### src/rtl/nsb_pkg.sv
`timescale 1ns / 1ps
`default_nettype none
// ---------------------------------------------------------------------------
// nsb_pkg
// shared types, codes and defaults of the strip button detector
// ---------------------------------------------------------------------------
package nsb_pkg;

  localparam int unsigned SAMPLE_BITS         = 10;
  localparam int unsigned WINDOW_LEN_DEF      = 8;
  localparam int unsigned MAX_TOUCHPOINTS_DEF = 16;

  localparam int unsigned CFG_IDX_W  = 3;
  localparam int unsigned CFG_DATA_W = 16;

  // register indexes
  localparam logic [CFG_IDX_W-1:0] REG_HALF_WIDTH  = 3'd0;
  localparam logic [CFG_IDX_W-1:0] REG_MAX_NOISE   = 3'd1;
  localparam logic [CFG_IDX_W-1:0] REG_MIN_LEVEL   = 3'd2;
  localparam logic [CFG_IDX_W-1:0] REG_MAX_WAIT    = 3'd3;
  localparam logic [CFG_IDX_W-1:0] REG_NUM_TOUCH   = 3'd4;

  // register reset values
  localparam logic [7:0]  HALF_WIDTH_RST = 8'd20;
  localparam logic [12:0] MAX_NOISE_RST  = 13'd40;
  localparam logic [9:0]  MIN_LEVEL_RST  = 10'd10;
  localparam logic [15:0] MAX_WAIT_RST   = 16'd100;
  localparam logic [4:0]  NUM_TOUCH_RST  = 5'd0;

  // commands
  localparam logic [1:0] CMD_LOAD  = 2'd0;
  localparam logic [1:0] CMD_START = 2'd1;
  localparam logic [1:0] CMD_TICK  = 2'd2;

  // result status
  localparam logic [1:0] ST_BUSY    = 2'd0;
  localparam logic [1:0] ST_FOUND   = 2'd1;
  localparam logic [1:0] ST_OUTSIDE = 2'd2;
  localparam logic [1:0] ST_TIMEOUT = 2'd3;

  typedef struct packed {
    logic [1:0]             command;
    logic [SAMPLE_BITS-1:0] sample;
    logic [3:0]             entry_index;
    logic [SAMPLE_BITS-1:0] entry_position;
  } in_item_t;

  typedef struct packed {
    logic [1:0] status;
    logic [3:0] button;
  } out_item_t;

endpackage
`default_nettype wire

### src/rtl/nsb_ring.sv
`timescale 1ns / 1ps
`default_nettype none
// ---------------------------------------------------------------------------
// nsb_ring
// noise window ring: sample differences, one read and one write port
// ---------------------------------------------------------------------------
module nsb_ring #(
  parameter int unsigned WINDOW_LEN = nsb_pkg::WINDOW_LEN_DEF,
  parameter int unsigned WIN_AW     = $clog2(WINDOW_LEN)
) (
  input  wire logic                            clk,
  input  wire logic [WIN_AW-1:0]               rd_addr,
  output      logic [nsb_pkg::SAMPLE_BITS-1:0] rd_data,
  input  wire logic                            wr_en,
  input  wire logic [WIN_AW-1:0]               wr_addr,
  input  wire logic [nsb_pkg::SAMPLE_BITS-1:0] wr_data
);
  import nsb_pkg::*;

  logic [SAMPLE_BITS-1:0] mem [WINDOW_LEN];

  always_ff @(posedge clk) begin
    if (wr_en) begin
      mem[wr_addr] <= wr_data;
    end
    rd_data <= mem[rd_addr];
  end

endmodule
`default_nettype wire

### src/rtl/nsb_tptab.sv
`timescale 1ns / 1ps
`default_nettype none
// ---------------------------------------------------------------------------
// nsb_tptab
// touchpoint table memory with the open-interval match on its read port
// ---------------------------------------------------------------------------
module nsb_tptab #(
  parameter int unsigned MAX_TOUCHPOINTS = nsb_pkg::MAX_TOUCHPOINTS_DEF,
  parameter int unsigned TP_AW = (MAX_TOUCHPOINTS > 1) ? $clog2(MAX_TOUCHPOINTS) : 1
) (
  input  wire logic                            clk,
  input  wire logic                            wr_en,
  input  wire logic [TP_AW-1:0]                wr_addr,
  input  wire logic [nsb_pkg::SAMPLE_BITS-1:0] wr_data,
  input  wire logic [TP_AW-1:0]                rd_addr,
  input  wire logic [nsb_pkg::SAMPLE_BITS-1:0] sample,
  input  wire logic [7:0]                      half_width,
  output      logic                            hit
);
  import nsb_pkg::*;

  localparam int unsigned CW = SAMPLE_BITS + 1;

  logic [SAMPLE_BITS-1:0] mem [MAX_TOUCHPOINTS];
  logic [SAMPLE_BITS-1:0] rd_data;
  logic [CW-1:0]          v_ext;
  logic [CW-1:0]          c_ext;
  logic [CW-1:0]          a_ext;

  always_ff @(posedge clk) begin
    if (wr_en) begin
      mem[wr_addr] <= wr_data;
    end
    rd_data <= mem[rd_addr];
  end

  // center - area < v < center + area, rearranged to stay unsigned
  always_comb begin
    v_ext = {1'b0, sample};
    c_ext = {1'b0, rd_data};
    a_ext = CW'(half_width);
    hit   = ((v_ext + a_ext) > c_ext) && (v_ext < (c_ext + a_ext));
  end

endmodule
`default_nettype wire

### src/rtl/noise_gated_strip_button_detector.sv
`timescale 1ns / 1ps
`default_nettype none
// ---------------------------------------------------------------------------
// noise_gated_strip_button_detector
// strip scanner: moving noise sum over a ring, touchpoint search on two
// consecutive quiet pressed samples, timeout on tick count
// ---------------------------------------------------------------------------
//  channel  dir  handshake             payload
//  in       in   in_valid / in_stall   in_data  (command, sample, index, pos)
//  out      out  out_valid / out_stall out_data (status, button)
//  cfg      in   cfg_we                cfg_index, cfg_wdata
//
//  load, start and ignored beats: accept moves to the done state, which loads
//    the result register and returns to idle to take the next beat
//  tick: accept, then the window state (ring read/modify/write), then one
//    search state per touchpoint visited when a search runs (one table read
//    per entry), then the done state and back to idle
//  rst_n is synchronous; it resets the control, scan and configuration registers,
//    payload registers are not reset and table contents stay undefined until loaded
//  a result waits in the output register under out_stall while the next
//    beat is accepted and processed; that beat then holds in the done state
// ---------------------------------------------------------------------------
module noise_gated_strip_button_detector #(
  parameter int unsigned WINDOW_LEN      = nsb_pkg::WINDOW_LEN_DEF,
  parameter int unsigned MAX_TOUCHPOINTS = nsb_pkg::MAX_TOUCHPOINTS_DEF
) (
  input  wire logic                           clk,
  input  wire logic                           rst_n,
  input  wire logic                           in_valid,
  output      logic                           in_stall,
  input  wire nsb_pkg::in_item_t              in_data,
  output      logic                           out_valid,
  input  wire logic                           out_stall,
  output      nsb_pkg::out_item_t             out_data,
  input  wire logic                           cfg_we,
  input  wire logic [nsb_pkg::CFG_IDX_W-1:0]  cfg_index,
  input  wire logic [nsb_pkg::CFG_DATA_W-1:0] cfg_wdata
);
  import nsb_pkg::*;

  localparam int unsigned WIN_AW = $clog2(WINDOW_LEN);
  localparam int unsigned TP_AW  = (MAX_TOUCHPOINTS > 1) ? $clog2(MAX_TOUCHPOINTS) : 1;
  localparam int unsigned CNT_W  = TP_AW + 1;
  localparam int unsigned SUM_W  = $clog2(WINDOW_LEN * ((2 ** SAMPLE_BITS) - 1) + 1);
  localparam int unsigned CMP_W  = (SUM_W > 13) ? SUM_W : 13;

  typedef enum logic [3:0] {
    S_IDLE = 4'b0001,
    S_WIN  = 4'b0010,
    S_SRCH = 4'b0100,
    S_DONE = 4'b1000
  } state_t;

  // configuration
  logic [7:0]  half_width_r;
  logic [12:0] max_noise_r;
  logic [9:0]  min_level_r;
  logic [15:0] max_wait_r;
  logic [4:0]  num_touch_r;

  // scan state
  state_t                 state_r, state_nxt;
  logic                   scanning_r, scanning_nxt;
  logic [SAMPLE_BITS-1:0] prev_r, prev_nxt;
  logic [SUM_W-1:0]       sum_r, sum_nxt;
  logic [WIN_AW-1:0]      pos_r, pos_nxt;
  logic                   full_r, full_nxt;
  logic [1:0]             qcnt_r, qcnt_nxt;
  logic [15:0]            elapsed_r, elapsed_nxt;

  // working registers of the beat in flight
  logic [SAMPLE_BITS-1:0] samp_r, samp_nxt;
  logic [SAMPLE_BITS-1:0] diff_r, diff_nxt;
  logic [TP_AW-1:0]       k_r, k_nxt;
  logic [CNT_W-1:0]       n_r, n_nxt;
  out_item_t              res_r, res_nxt;

  // output register
  logic      out_valid_r, out_valid_nxt;
  out_item_t out_r, out_nxt;

  // memory ports
  logic [SAMPLE_BITS-1:0] ring_rd_data;
  logic                   ring_wr_en;
  logic                   tab_wr_en;
  logic [TP_AW-1:0]       tab_rd_addr;
  logic                   tab_hit;

  // window arithmetic
  logic                   in_acc;
  logic [SAMPLE_BITS-1:0] old_diff;
  logic                   qualify;

  assign in_stall  = (state_r != S_IDLE);
  assign in_acc    = in_valid && !in_stall;
  assign out_valid = out_valid_r;
  assign out_data  = out_r;

  assign ring_wr_en  = (state_r == S_WIN);
  assign tab_wr_en   = in_acc && (in_data.command == CMD_LOAD)
                       && (int'(in_data.entry_index) < MAX_TOUCHPOINTS);
  // entry 0 is read ahead while the window is updated
  assign tab_rd_addr = (state_r == S_SRCH) ? TP_AW'(k_r + 1'b1) : '0;

  nsb_ring #(
    .WINDOW_LEN (WINDOW_LEN),
    .WIN_AW     (WIN_AW)
  ) u_ring (
    .clk     (clk),
    .rd_addr (pos_r),
    .rd_data (ring_rd_data),
    .wr_en   (ring_wr_en),
    .wr_addr (pos_r),
    .wr_data (diff_r)
  );

  nsb_tptab #(
    .MAX_TOUCHPOINTS (MAX_TOUCHPOINTS),
    .TP_AW           (TP_AW)
  ) u_tptab (
    .clk        (clk),
    .wr_en      (tab_wr_en),
    .wr_addr    (TP_AW'(in_data.entry_index)),
    .wr_data    (in_data.entry_position),
    .rd_addr    (tab_rd_addr),
    .sample     (samp_r),
    .half_width (half_width_r),
    .hit        (tab_hit)
  );

  always_comb begin
    state_nxt     = state_r;
    scanning_nxt  = scanning_r;
    prev_nxt      = prev_r;
    sum_nxt       = sum_r;
    pos_nxt       = pos_r;
    full_nxt      = full_r;
    qcnt_nxt      = qcnt_r;
    elapsed_nxt   = elapsed_r;
    samp_nxt      = samp_r;
    diff_nxt      = diff_r;
    k_nxt         = k_r;
    n_nxt         = n_r;
    res_nxt       = res_r;
    out_valid_nxt = out_valid_r && out_stall;
    out_nxt       = out_r;
    // ring slots not written since the scan began read as zero
    old_diff      = full_r ? ring_rd_data : '0;
    qualify       = 1'b0;

    unique case (state_r)
      S_IDLE: begin
        if (in_acc) begin
          res_nxt   = '{status: ST_BUSY, button: 4'd0};
          state_nxt = S_DONE;
          if (in_data.command == CMD_START) begin
            scanning_nxt = 1'b1;
            prev_nxt     = '0;
            sum_nxt      = '0;
            pos_nxt      = '0;
            full_nxt     = 1'b0;
            qcnt_nxt     = '0;
            elapsed_nxt  = '0;
          end else if (in_data.command == CMD_TICK && scanning_r) begin
            // ring read of the slot at pos_r is issued this cycle
            samp_nxt  = in_data.sample;
            diff_nxt  = (in_data.sample > prev_r) ? (in_data.sample - prev_r)
                                                  : (prev_r - in_data.sample);
            prev_nxt  = in_data.sample;
            state_nxt = S_WIN;
          end
        end
      end

      S_WIN: begin
        sum_nxt = (sum_r - SUM_W'(old_diff)) + SUM_W'(diff_r);
        if (pos_r == WIN_AW'(WINDOW_LEN - 1)) begin
          pos_nxt  = '0;
          full_nxt = 1'b1;
        end else begin
          pos_nxt = pos_r + 1'b1;
        end
        if (elapsed_r != 16'hFFFF) begin
          elapsed_nxt = elapsed_r + 16'd1;
        end
        qualify = full_nxt && (CMP_W'(sum_nxt) < CMP_W'(max_noise_r))
                  && (samp_r > min_level_r);
        state_nxt = S_DONE;
        if (qualify) begin
          if (qcnt_r != 2'd2) begin
            qcnt_nxt = qcnt_r + 2'd1;
          end
        end else begin
          qcnt_nxt = '0;
        end
        if (qualify && qcnt_r == 2'd1) begin
          // second quiet pressed sample: search decides, timeout ignored
          scanning_nxt = 1'b0;
          if (int'(num_touch_r) > MAX_TOUCHPOINTS) begin
            n_nxt = CNT_W'(MAX_TOUCHPOINTS);
          end else begin
            n_nxt = CNT_W'(num_touch_r);
          end
          k_nxt = '0;
          if (n_nxt == '0) begin
            res_nxt.status = ST_OUTSIDE;
          end else begin
            state_nxt = S_SRCH;
          end
        end else if (elapsed_nxt >= max_wait_r) begin
          res_nxt.status = ST_TIMEOUT;
          scanning_nxt   = 1'b0;
        end
      end

      S_SRCH: begin
        // table data for entry k_r is valid this cycle
        if (tab_hit) begin
          res_nxt   = '{status: ST_FOUND, button: 4'(k_r)};
          state_nxt = S_DONE;
        end else if (CNT_W'(k_r) + 1'b1 == n_r) begin
          res_nxt.status = ST_OUTSIDE;
          state_nxt      = S_DONE;
        end else begin
          k_nxt = k_r + 1'b1;
        end
      end

      S_DONE: begin
        if (!out_valid_r || !out_stall) begin
          out_valid_nxt = 1'b1;
          out_nxt       = res_r;
          state_nxt     = S_IDLE;
        end
      end

      default: begin
        state_nxt = S_IDLE;
      end
    endcase
  end

  always_ff @(posedge clk) begin
    if (!rst_n) begin
      state_r     <= S_IDLE;
      scanning_r  <= 1'b0;
      prev_r      <= '0;
      sum_r       <= '0;
      pos_r       <= '0;
      full_r      <= 1'b0;
      qcnt_r      <= '0;
      elapsed_r   <= '0;
      out_valid_r <= 1'b0;
    end else begin
      state_r     <= state_nxt;
      scanning_r  <= scanning_nxt;
      prev_r      <= prev_nxt;
      sum_r       <= sum_nxt;
      pos_r       <= pos_nxt;
      full_r      <= full_nxt;
      qcnt_r      <= qcnt_nxt;
      elapsed_r   <= elapsed_nxt;
      out_valid_r <= out_valid_nxt;
    end
  end

  // payload registers, no reset
  always_ff @(posedge clk) begin
    samp_r <= samp_nxt;
    diff_r <= diff_nxt;
    k_r    <= k_nxt;
    n_r    <= n_nxt;
    res_r  <= res_nxt;
    out_r  <= out_nxt;
  end

  // configuration registers
  always_ff @(posedge clk) begin
    if (!rst_n) begin
      half_width_r <= HALF_WIDTH_RST;
      max_noise_r  <= MAX_NOISE_RST;
      min_level_r  <= MIN_LEVEL_RST;
      max_wait_r   <= MAX_WAIT_RST;
      num_touch_r  <= NUM_TOUCH_RST;
    end else if (cfg_we) begin
      unique case (cfg_index)
        REG_HALF_WIDTH: half_width_r <= cfg_wdata[7:0];
        REG_MAX_NOISE:  max_noise_r  <= cfg_wdata[12:0];
        REG_MIN_LEVEL:  min_level_r  <= cfg_wdata[9:0];
        REG_MAX_WAIT:   max_wait_r   <= cfg_wdata[15:0];
        REG_NUM_TOUCH:  num_touch_r  <= cfg_wdata[4:0];
        default: begin
        end
      endcase
    end
  end

  // a new result only comes out of the done state
  a_out_from_done: assert property (@(posedge clk) disable iff (!rst_n)
    $rose(out_valid_r) |-> $past(state_r == S_DONE))
    else $error("result register loaded outside done state");

  // button is zero unless a touchpoint matched
  a_button_zero: assert property (@(posedge clk) disable iff (!rst_n)
    (out_valid_r && out_r.status != ST_FOUND) |-> (out_r.button == 4'd0))
    else $error("button set without a match");

  // search index never passes the entry count
  a_search_bound: assert property (@(posedge clk) disable iff (!rst_n)
    (state_r == S_SRCH) |-> (CNT_W'(k_r) < n_r))
    else $error("search ran past the table");

  // a scan only ends while a tick is processed
  a_scan_end: assert property (@(posedge clk) disable iff (!rst_n)
    $fell(scanning_r) |-> $past(state_r == S_WIN))
    else $error("scan ended outside tick processing");

endmodule
`default_nettype wire
### config.mk
export PLATFORM = sky130hd
export DESIGN_NAME = noise_gated_strip_button_detector
export DESIGN_NICKNAME = d
export VERILOG_FILES = /design/src/rtl/nsb_pkg.sv /design/src/rtl/nsb_ring.sv /design/src/rtl/nsb_tptab.sv /design/src/rtl/noise_gated_strip_button_detector.sv
export SDC_FILE = /design/constraint.sdc
export NUM_CORES = 1
export LEC_CHECK = 0
export BUFFER_PORTS_ARGS = -buffer_cell sky130_fd_sc_hd__buf_2
export CAP_MARGIN = 20
export CORE_ASPECT_RATIO = 1.75
export CORE_UTILIZATION = 40
export DETAILED_ROUTE_END_ITERATION = 8
export SETUP_SLACK_MARGIN = 0.02
export SLEW_MARGIN = 10
export SYNTH_ARGS = -nofsm -noshare
export SYNTH_HDL_FRONTEND = slang
export SYNTH_SLANG_ARGS = --single-unit
### constraint.sdc
create_clock -name clk -period 4.55 [get_ports clk]
set_clock_uncertainty 0.1 [all_clocks]
set_input_delay 0.2275 -clock clk [delete_from_list [all_inputs] [get_ports clk]]
set_output_delay 0.2275 -clock clk [all_outputs]
set_load 0.01 [all_outputs]
Word level (Yosys, flattened, before mapping)

Memories as Yosys holds them, arrays and structs flattened. A register that Yosys moved wholly into a read port is not among the register bits.
Cells that the tools add are included.

Register bits after elaboration: 144
Memory bits (writable): 240
Bits of input ports: 50
Output and inout port bits: 8
Logic and storage cells: 169
Memories kept: 2

Add/subtract/negate cells: 11
$lt $le $gt $ge: 7
Equal/unequal tests: 27
Mux-type cells: 63
Bitwise gates (word level): 1
Reductions and logical operators: 36

Memory list:

| name        | depth | bits a word | rd ports | clocked after Yosys merged registers in | wr ports | RTL line        | RTL |
|---|---|---|---|---|---|---|---|
| u_tptab.mem | 16    | 10          | 1        | 1                                       | 1        | nsb_tptab.sv:24 | `logic [SAMPLE_BITS-1:0] mem [MAX_TOUCHPOINTS];` |
| u_ring.mem  | 8     | 10          | 1        | 1                                       | 1        | nsb_ring.sv:20  | `logic [SAMPLE_BITS-1:0] mem [WINDOW_LEN];` |

Operators with widths:

| cell                  | count |
|---|---|
| $mux 16               | 4 |
| $mux 4                | 13 |
| $mux 10               | 4 |
| $pmux 16 s2           | 1 |
| $mux 13               | 2 |
| $pmux 13 s2           | 1 |
| $add 10x8->11         | 2 |
| $gt 10x10->1          | 2 |
| $sub 10x10->10        | 2 |
| $mux 2                | 9 |
| $add 16x1->16 const B | 1 |
| $ge 16x16->1          | 1 |
| $ne 16x16->1 const B  | 1 |
| $pmux 4 s2            | 2 |
| $pmux 4 s4            | 1 |
| $reduce_and 4->1      | 4 |
| $mux 5                | 3 |
| $mux 1                | 14 |
| $ne 2x2->1 const B    | 7 |
| $reduce_and 2->1      | 7 |
| $add 13x10->13        | 1 |
| $lt 13x13->1          | 1 |
| $sub 13x10->13        | 1 |
| $reduce_and 3->1      | 4 |
| other kinds (37)      | 57 |

Logic depth before layout (Yosys ltp)

Gate-level depths: netlist (run 1).

Depth after elaboration: 13
Mapped depth: 20

By module

From an unflattened synthesis (run 1), not the netlist that was laid out.

Cells, all modules: 1482
Area, all modules: 19387.3 um2

By module, submodules not included:

| module                            | times used | cells an instance | area an instance (um2) |
|---|---|---|---|
| noise_gated_strip_button_detector | 1          | 944               | 8463.1 |
| nsb_tptab                         | 1          | 400               | 7591.0 |
| nsb_ring                          | 1          | 138               | 3333.2 |

Worst setup path before layout (run 1)

Ideal clock, no wire load.

Path kind: flip-flop to flip-flop
Start point: reg full_r
End point: reg res_r[4] in the netlist's numbering, enable pin
Data arrival time: 4.044 ns
Data required time: 4.101 ns
Slack: 0.058 ns
Cell stages (with the launch flop): 19
Cells stage by stage: dfxtp_1 -> clkbuf_1 -> and2_1 -> fa_1 -> inv_1 -> ha_1 -> a211oi_1 -> nor2_1 -> o41ai_1 -> o21ai_0 -> o211ai_1 -> xnor2_1 -> ha_1 -> a21o_1 -> a211oi_1 -> o41ai_1 -> a21o_1 -> o2111a_1 -> nor4_1

Word-level cells in the longest chain between the ends: 9
Elaborated cells between the ends (all ways): 12
Classes of those cells: add/sub: 2; order compare: 1; eq/ne: 2; mux: 3; reduce/logical: 4

RTL lines:

| item                                                             | RTL line                                 | RTL |
|---|---|---|
| from (decl)                                                      | noise_gated_strip_button_detector.sv:67  | `logic full_r, full_nxt;` |
| from (signal assigned)                                           | noise_gated_strip_button_detector.sv:260 | `full_r <= full_nxt;` |
| $mux 10                                                          | noise_gated_strip_button_detector.sv:148 | `old_diff = full_r ? ring_rd_data : '0;` |
| $sub 13x10->13                                                   | noise_gated_strip_button_detector.sv:176 | `sum_nxt = (sum_r - SUM_W'(old_diff)) + SUM_W'(diff_r);` |
| $add 13x10->13                                                   | noise_gated_strip_button_detector.sv:176 |  |
| $lt 13x13->1                                                     | noise_gated_strip_button_detector.sv:186 | `qualify = full_nxt && (CMP_W'(sum_nxt) < CMP_W'(max_noise_r))` |
| $logic_and 1x1->1 *                                              | noise_gated_strip_button_detector.sv:186 |  |
| $logic_and 1x1->1 *                                              | noise_gated_strip_button_detector.sv:187 | `&& (samp_r > min_level_r);` |
| $logic_and 1x1->1 *                                              | noise_gated_strip_button_detector.sv:196 | `if (qualify && qcnt_r == 2'd1) begin` |
| $ne 3x2->1 (no source line) / $ne 3x1->1 (equally long branches) | -                                        |  |
| $reduce_and 5->1 (no source line) *                              | -                                        |  |
| to (signal assigned)                                             | noise_gated_strip_button_detector.sv:273 | `res_r <= res_nxt;` |
| to (decl)                                                        | noise_gated_strip_button_detector.sv:76  | `out_item_t res_r, res_nxt;` |

Mark *: on every way between the ends. The rest lies on a longest branch, timed or not. The select of a mux whose other input is x is not followed.
A chain may end at the register's enable or synchronous reset.

Worst setup path after layout (run 1)

Ends and elaborated chain as after synthesis.

==> qor.csv, run 1 <==
metric,value,unit
Tmin final,4514,ps
post-route clock period utilization,0.9920,
CP Class,flip-flop to flip-flop,
chip width,171.2,um
IO Port Bufs,57,
sw frac,0.2178,
worst r2r src,full_r$_SDFFE_PN0P_,
Initial DRC Count,827,
routability cong.,0.8815,
Syn Area/Cell,11.34,um^2
syn_nets,1942,
DR vias/cell,5.321,
global-route wire length before repair,77030,um
post-synthesis cell type count,81,
vias in the first global route,13870,
"critical path, cell by cell",and2_4 -> fa_1 -> inv_2 -> ha_4 -> a211oi_4 -> nor2_2 -> o41ai_2 -> buf_4 -> o21ai_2 -> o211ai_1 -> xnor2_1 -> ha_1 -> a21o_1 -> a211oi_2 -> o41ai_2 -> a21o_1 -> o2111a_1 -> nor4_2 -> buf_4,
CP Capture Type,flip-flop,
final wirelength,50270,um
sequential element share of the synthesized area,0.5442,
static leakage,0.008393,uW
Worst Hold Class,input port to flip-flop,
Nets,2067,
Net Switching,1676,uW
max-cap viol count,0,
first-pass detailed-route iteration total,5,
Starting Density,0.4050,
slowest cell delay on critical path,510,ps
hold_sp,in_data[2],
Worst-Margin Slew,1122,ps
maximum clock path buffer count,3,
Util after Layout,0.4699,
yosys warns,0,
PwrDens,331.0,nW/um^2
Mapped Cells,1767,
DP Area,21400,um^2
Critical Path AT,4680,ps
DRC viols,0,
Die Ht,298.0,um
hold path depth,1,
cell taking the most area after synthesis,edfxtp_1,
worst path bufs/invs,3,
Slew HR,0.2492,
Max Freq,221.5,MHz
Clk pwr share,0.433,
slowest cell on the critical path,fa_1,
top-area cell type share of the netlist area,0.4213,
prevailing post-synth register cell,edfxtp_1,
initial antenna violation count,1,
final setup vio count,0,
Post-Syn Area,20030,um^2
Internal,6017,uW
CP startpoint kind,flip-flop,
Detail Route Antenna Nets,0,
Area Growth Syn to Fin,16.03,%
CTS sink cnt,404,
combinational share of power,0.050,
Root Buffer,clkbuf_16,
htree depth,2,
total stage count of the critical path,19,
largest net degree at the start of global routing,62,
Post-synth EDFFs,281,
IO Count,58,
final hold slack,21.10,ps
hpwl dp,35940,um
vias after detailed routing,13750,
Rows,108,
full die area,51010,um^2
WL/cell,19.45,um
R2R cell count,19,
Layout fillers,4615,
CTS tree,built,
pre-CTS WS,-301.8,ps
total CTS buffers,40,
Worst setup startpoint,full_r$_SDFFE_PN0P_,
status,"finished, final reports clean",
final instance area,23240,um^2
Fin. Hold Viols,0,
Final Power,7693,uW
Setup WS post-layout,36.20,ps
GRT overflow,0,
CP Max Fanout,5,
CP required,4720,ps
"delay-heaviest family, CP",compound AO/OA/AOI/OAI gates,
"Reg clk slew, reported paths",60,ps
unrepaired setup endpoints after global routing,true,
commonest cells in the netlist,"edfxtp_1 (281), nand2_1 (180), inv_1 (132)",
synthesized flop and latch total,404,
most frequent cell after synthesis,edfxtp_1,
asr flop ratio synth,0,
max-slew violation count,0,
latest clock arrival within the worst-skew pair,540,ps
share of cells above drive strength 1,0.1560,
GRT Resource Usage Total,0.1996,
Placeable Area,49460,um^2
VDD IR max,0.2750,mV
Flop pwr share,0.516,
"top cells by area, synth","edfxtp_1 (42%), dfxtp_1 (12%), ha_1 (6.9%)",
-- path summary, 6_finish.rpt --
kind	endpoint	slack [ps]
setup / recovery	res_r[4]$_DFFE_PP_	40
hold / removal	u_tptab.mem[3][2]$_DFFE_PP_	20
setup reg to reg	res_r[4]$_DFFE_PP_	40
hold reg to reg	out_data[1]$_DFFE_PP_	320
-- worst reg2reg max path, cell delays in order, from the launching register on --
cell      delay, ps
dfxtp_4         360
and2_4          140
fa_1            510
inv_2            50
ha_4            250
a211oi_4        220
nor2_2           90
o41ai_2         260
buf_4           180
o21ai_2          60
o211ai_1        230
xnor2_1         180
ha_1            280
a21o_1          190
a211oi_2        270
o41ai_2         130
a21o_1          200
o2111a_1        260
nor4_2          130
buf_4           150
-- timing repair --
item                                    CTS  global route
pin swaps                                14            15
hold buffers                             32             0
resized for setup                        22            16
endpoints found under the setup margin   17            17
buffers inserted                          2             2
endpoints found under the hold margin   102             0
-- routing by layer --
layer | global-route usage | routed length, um
met2 | 0.3893 | 28070
met5 | 0 | 0
met4 | 0.08822 | 2305
met3 | 0.01953 | 1356
met1 | 0.2102 | 18540
-- cells by family (layout without fill, tap and decap cells) --
kind of cell	Yosys count	count (layout)	synth area share
AOI/OAI and AO/OA	394	394	0.1304
xor gates and xnor gates	49	49	0.02143
adders and majority gates	125	125	0.08333
buffers and inverters	212	368	0.04148
DFF	404	404	0.5442
muxes	97	97	0.05897
other	0	2	0
and+or+nand+nor	486	486	0.1202
-- final cells by class --
type / count / area, um^2 / area share
Sequential cell: 404 / 10900 / 0.4692
Multi-Input combinational cell: 1151 / 8539 / 0.3674
Timing Repair Buffer: 163 / 1169 / 0.05028
Clock buffer: 49 / 1035 / 0.04452
Tap cell: 660 / 825.8 / 0.03553
Inverter: 132 / 495.5 / 0.02132
Clock inverter: 24 / 267.8 / 0.01152
Antenna cell: 2 / 5.005 / 0.0002153
-- registers in the layout, summed over array words and instances, names as in the netlist, 13 cells and up --
signal,cells
u_tptab.mem,160
u_ring.mem,80
elapsed_r,16
max_wait_r,16
max_noise_r,13
sum_r,13
-- power by group through the flow --
stage	sequential, uW	clock [uW]	combinational (uW)
2_1_floorplan	4050	0	204
3_3_place_gp	4050	0	355
3_5_place_dp	4050	0	362
4_1_cts	3970	3400	386
5_1_grt	3970	3530	426
6_report	3970	3330	386
-- through the flow --
| stage | setup TNS, ps | cells |
|---|---|---|
| finish | 0 | 2585 |
| global route | -1172 | 2584 |
| CTS | -134.7 | 2581 |
| detailed placement | -2935 | 2474 |
| global placement | -2418 | 2474 |
| floorplan | 0 | 1767 |
-- cells in the final DEF, fill, tap and decap left out, types with 15 or more instances in the layout --
master,count
a21oi_1,97
clkbuf_16,40
nor2b_1,46
inv_1,129
nand3_1,30
buf_4,72
xor2_1,16
nand2_1,180
edfxtp_1,281
xnor2_1,31
nor2_1,88
buf_2,57
a21o_1,21
dlygate4sd3_1,32
dfxtp_1,122
o211ai_1,25
nor3_1,22
mux2_2,38
a211oi_1,18
and2_1,23
o21ai_0,67
a22oi_1,18
a21boi_0,46
ha_1,104
nand4_1,15
mux2i_1,46
Note: power is estimated with default switching activity, not from simulation.
==> inputs of run 2 (changes only) <==
- CORE_ASPECT_RATIO: 1.75 -> not set
==> qor.csv, run 2 (synthesis gave the netlist of run 1 again) <==
metric,value,unit,change
Slew HR,0.2724,,+0.02323
Nets,2082,,+0.73%
Layout Cells excl Fill,2606,,+0.81%
"commonest non-fill, non-tap cell in the layout",edfxtp_1,,
IO Count,58,,unchanged
largest registers,"u_tptab.mem: 160 flops, u_ring.mem: 80 flops",,
initial antenna violation count,4,,+3
GRT overflow,0,,unchanged
Placeable Area,49150,um^2,-0.61%
unrepaired setup endpoints after global routing,true,,
Rows,81,,-25%
Worst-Margin Slew,1087,ps,-34.71 ps
Setup WS post-layout,15.54,ps,-20.66 ps
Max Freq,220.5,MHz,-0.46%
first-pass detailed-route iteration total,7,,+2
vias after detailed routing,13800,,+0.34%
Root Buffer,clkbuf_16,,
largest net degree at the start of global routing,62,,unchanged
final setup vio count,0,,unchanged
routability cong.,0.8487,,-3.7%
CP required,4750,ps,+30 ps
post-route clock period utilization,0.9966,,+0.004540
Critical Path AT,4730,ps,+50 ps
htree depth,2,,unchanged
pre-CTS WS,-177.9,ps,+123.9 ps
DRC viols,0,,unchanged
share of cells above drive strength 1,0.1577,,+0.001644
global-route wire length before repair,74600,um,-3.2%
DR vias/cell,5.296,,-0.47%
Fin. Hold Viols,0,,unchanged
"Reg clk slew, reported paths",60,ps,about the same
WL/cell,18.19,um,-6.5%
Detail Route Antenna Nets,0,,unchanged
placed insts,2476,,+0.081%
chip width,225.8,um,+32%
max-cap viol count,0,,unchanged
Final Power,7915,uW,+2.9%
Setup Total Neg Slack,0,ps,unchanged
CTS sink cnt,404,,unchanged
Die Ht,225.8,um,-24%
PwrDens,337.6,nW/um^2,+2.0%
vias in the first global route,13700,,-1.2%
CP Max Fanout,6,,+1
static leakage,0.008540,uW,+1.7%
CP Class,flip-flop to flip-flop,,
Area Growth Syn to Fin,17.04,%,
final hold slack,75.72,ps,+54.62 ps
final wirelength,47410,um,-5.7%
status,"finished, final reports clean",,
Tmin final,4534,ps,+20.66 ps
CTS tree,built,,
full die area,50970,um^2,about the same
max-slew violation count,0,,unchanged
hpwl dp,32370,um,-10%
CP Capture Type,flip-flop,,
most frequent cells in the layout,"edfxtp_1 (281), nand2_1 (180), inv_1 (132)",,
GRT Resource Usage Total,0.1891,,-0.01051
Starting Density,0.4075,,+0.002505
maximum clock path buffer count,3,,unchanged
Initial DRC Count,946,,+14%
max reg flops,160,,unchanged
register bank with the most flops,u_tptab.mem,,
CP startpoint kind,flip-flop,,
latest clock arrival within the worst-skew pair,570,ps,+30 ps
total CTS buffers,44,,+10%
VDD IR max,0.3291,mV,+20%
Worst Hold Class,input port to flip-flop,,
IO Port Bufs,57,,unchanged
-- run 2: cell types whose count changed in the layout (fill, tap and decap cells not counted), sizes merged --
| cell | before | now |
|---|---|---|
| inv | 134 | 133 |
| clkinvlp | 3 | 2 |
| clkinv | 14 | 12 |
| clkbuf | 49 | 61 |
| dlygate4sd3 | 32 | 37 |
| bufinv | 5 | 4 |
| diode | 2 | 1 |
| buf | 131 | 137 |
-- run 2: layer usage --
layer	global-route usage	vias to the layer above	routed length (um)
li1	-	6711	-
met1	0.2493	6757	21530
met2	0.3185	241	22780
met3	0.02823	86	1852
met4	0.06013	6	1195
met5	0	-	41
-- run 2: power breakdown --
group	internal (uW)	switching [uW]	total, uW	leakage (uW)
sequential	3950	20.5	3970	0.00354
clock	2110	1450	3560	0.000702
combinational	152	228	380	0.00430
-- run 2: critical path, cell delays in order, from the launching register on --
cell and delay, ps:
dfxtp_4 360, and2_4 140, fa_1 490, inv_1 60, ha_4 210, buf_6 110
nor2b_4 110, o31a_1 320, o211ai_1 240, nand3b_1 140, xor2_1 220, ha_1 280
a21o_1 170, a21o_1 180, a211oi_2 230, o41ai_2 130, a21o_1 210, o2111a_1 270
nor4_2 150, buf_4 160
-- run 2: final timing paths --
kind | end | cells past startpoint | startpoint | slack [ps]
max | res_r[5]$_DFFE_PP_ | 19 | full_r$_SDFFE_PN0P_ | 20
min | state_r[0]$_SDFFE_PN1P_ | 4 | in_valid | 80
max reg2reg | res_r[5]$_DFFE_PP_ | 19 | full_r$_SDFFE_PN0P_ | 20
min reg2reg | out_data[1]$_DFFE_PP_ | 0 | res_r[1]$_SDFFCE_PP0P_ | 320
-- run 2: stage by stage --
| step | instance area, um^2 | util |
|---|---|---|
| 2_1_floorplan | 20030 | - |
| 3_3_place_gp | 21370 | 0.4347 |
| 3_5_place_dp | 21390 | 0.4352 |
| 4_1_cts | 23290 | 0.4738 |
| 5_1_grt | 23440 | 0.4770 |
| 6_report | 23440 | 0.4770 |
-- run 2: what timing repair did --
action                                  in CTS  in global routing
gates resized for setup                     13                 17
buffers inserted                             5                  2
hold buffers                                37                  0
endpoints found under the setup margin      17                 17
endpoints found under the hold margin      239                  0
pin swaps                                    5                 11
-- run 2: layout make-up --
type	count	area, um^2
inverters	132	495.5
clock inverters	19	211.5
clock buffers	61	1226
well taps	664	830.8
repair buffers	174	1282
flip-flops and latches	404	10900
multi-input cells	1151	8491
diodes	1	2.502
fillers	4441	25710
==> inputs of run 3 (changes only) <==
- clock period: 4.55 -> 4.3 ns (I/O delays scaled with it)
==> qor.csv, run 3 (synthesis gave the netlist of run 1 again) <==
metric,value,unit,change
status,"complete, but fails checks",,
failing checks,setup timing,,
post-route clock period utilization,1.038,,+0.04188
GRT overflow,0,,unchanged
WL/cell,18.29,um,+0.53%
global-route wire length before repair,75270,um,+0.91%
max reg flops,160,,unchanged
IO Count,58,,unchanged
final instance area,23820,um^2,+1.6%
Critical Path AT,4660,ps,-70 ps
Final Power,8731,uW,+10%
max-slew violation count,0,,unchanged
routability cong.,0.8736,,+2.9%
vias after detailed routing,13960,,+1.1%
CP required,4490,ps,-260 ps
Starting Density,0.4075,,unchanged
DP Area,21500,um^2,+0.50%
Area Growth Syn to Fin,18.90,%,
Setup WS post-layout,-165.4,ps,-180.9 ps
DR WL met2,23280,um,+2.2%
PwrDens,366.6,nW/um^2,+8.6%
most frequent cells in the layout,"edfxtp_1 (281), nand2_1 (180), inv_1 (129)",,
static leakage,0.008747,uW,+2.4%
vias in the first global route,14000,,+2.2%
Die Ht,225.8,um,unchanged
register bank with the most flops,u_tptab.mem,,
ant diodes,0,,-1
Detail Route Antenna Nets,0,,unchanged
Initial DRC Count,830,,-12%
Root Buffer,clkbuf_16,,
CP Class,flip-flop to flip-flop,,
placed insts,2491,,+0.61%
Max Freq,223.9,MHz,+1.5%
chip width,225.8,um,unchanged
hpwl dp,32890,um,+1.6%
Slew HR,0.2679,,-0.004557
largest net degree at the start of global routing,74,,+19%
pre-CTS WS,-284.0,ps,-106.1 ps
CP startpoint kind,flip-flop,,
Tmin final,4465,ps,-69.08 ps
final setup vio count,16,,+16
crit path to,k_r[3]$_DFFE_PP_,,
worst r2r src,full_r$_SDFFE_PN0P_,,
max-cap viol count,0,,unchanged
largest registers,"u_tptab.mem: 160 flops, u_ring.mem: 80 flops",,
"Reg clk slew, reported paths",60,ps,about the same
initial antenna violation count,0,,-4
share of cells above drive strength 1,0.1743,,+0.01666
met3 WL,2159,um,+17%
Worst Hold Class,input port to flip-flop,,
met1 WL,21470,um,-0.29%
"commonest non-fill, non-tap cell in the layout",edfxtp_1,,
Worst setup startpoint,full_r$_SDFFE_PN0P_,,
Nets,2101,,+0.91%
R2R cell count,19,,unchanged
Layout Cells excl Fill,2626,,+0.77%
final wirelength,48020,um,+1.3%
CTS tree,built,,
DR vias/cell,5.316,,+0.37%
IO Port Bufs,57,,unchanged
Rows,81,,unchanged
DRC viols,0,,unchanged
VDD IR max,0.3939,mV,+20%
GRT Resource Usage Total,0.1904,,+0.001296
DR top layer,met4,,
final hold slack,52.55,ps,-23.17 ps
latest clock arrival within the worst-skew pair,570,ps,about the same
reg2reg end,k_r[3]$_DFFE_PP_,,
Worst-Margin Slew,1094,ps,+6.811 ps
Placeable Area,49150,um^2,unchanged
CP Capture Type,flip-flop,,
CP Max Fanout,4,,-2
htree depth,2,,unchanged
Fin. Hold Viols,0,,unchanged
CTS sink cnt,404,,unchanged
unrepaired setup endpoints after global routing,true,,
full die area,50970,um^2,unchanged
total CTS buffers,46,,+4.5%
first-pass detailed-route iteration total,5,,-2
reg2reg setup slack,-170,ps,-180 ps
maximum clock path buffer count,3,,unchanged
-- run 3: cell count changes in the layout (fill, tap and decap cells not counted), moves of 2 or more --
cell	before	now
clkinv_4	0	2
bufinv_16	4	7
inv_1	132	129
ha_1	108	105
clkinv_1	3	0
fa_2	0	2
o41ai_4	0	2
fa_1	14	12
buf_4	74	89
o41ai_2	3	1
inv_2	0	3
clkbuf_16	45	47
ha_4	1	3
buf_6	5	7
-- run 3: cell type report --
type | instances | area (um^2)
fill | 4411 | 25340
sequential | 404 | 10900
multi-input combinational | 1151 | 8567
timing repair buffer | 191 | 1418
clock buffer | 62 | 1272
tap | 664 | 830.8
inverter | 132 | 495.5
clock inverter | 22 | 330.3
-- run 3: how the worst min path moves through the flow --
| stage | startpoint | endpoint | slack, ps | depth (start not counted) |
|---|---|---|---|---|
| global placement | res_r[0]$_SDFFCE_PP0P_ | out_data[0]$_DFFE_PP_ | 320 | 0 |
| floorplan | in_data[14] | samp_r[0]$_DFFE_PP_ | 210 | 0 |
| detailed placement | res_r[1]$_SDFFCE_PP0P_ | out_data[1]$_DFFE_PP_ | 310 | 0 |
| finish | in_valid | state_r[0]$_SDFFE_PN1P_ | 50 | 4 |
| global route | in_valid | state_r[0]$_SDFFE_PN1P_ | 80 | 4 |
| CTS | in_valid | state_r[0]$_SDFFE_PN1P_ | 9 | 4 |
-- run 3: metal layers --
layer  vias to the layer above  track usage
li1                       6749            -
met1                      6813       0.2497
met2                       316       0.3239
met3                        81      0.02797
met4                         0      0.05771
met5                         -            0
-- run 3: power breakdown --
part	internal, uW	leakage [uW]	switching (uW)	total, uW
Combinational	162	0.00443	246	409
Clock	2510	0.000777	1600	4120
Sequential	4180	0.00354	22.1	4210
-- run 3: per-stage QoR --
| stage | setup TNS (ps) | util |
|---|---|---|
| after floorplan | -70.85 | - |
| after global placement | -1671 | 0.4371 |
| after detailed placement | -2663 | 0.4374 |
| after CTS | -1577 | 0.4816 |
| after global routing | -4347 | 0.4845 |
| final | -1880 | 0.4845 |
-- run 3: worst max-delay path: stages (launching register included) --
cell and delay (ps):
dfxtp_2 340, and2_4 160, fa_2 560, buf_6 100
fa_2 210, nor2b_2 50, o31a_1 300, o211ai_1 260
nand3b_1 160, xor2_2 180, ha_1 310, a21o_1 180
a21o_1 160, a211oi_2 240, o41ai_2 120, a21o_1 220
buf_6 140, buf_6 110, nor2_4 100, o211a_4 200
-- run 3: timing repair --
| action | 4_1_cts | 5_1_grt |
|---|---|---|
| endpoints found under the setup margin | 17 | 21 |
| buffers inserted | 9 | 5 |
| hold endpoints to repair | 240 | 0 |
| gates resized for setup | 32 | 16 |
| hold buffers | 37 | 0 |
| pin swaps | 18 | 20 |
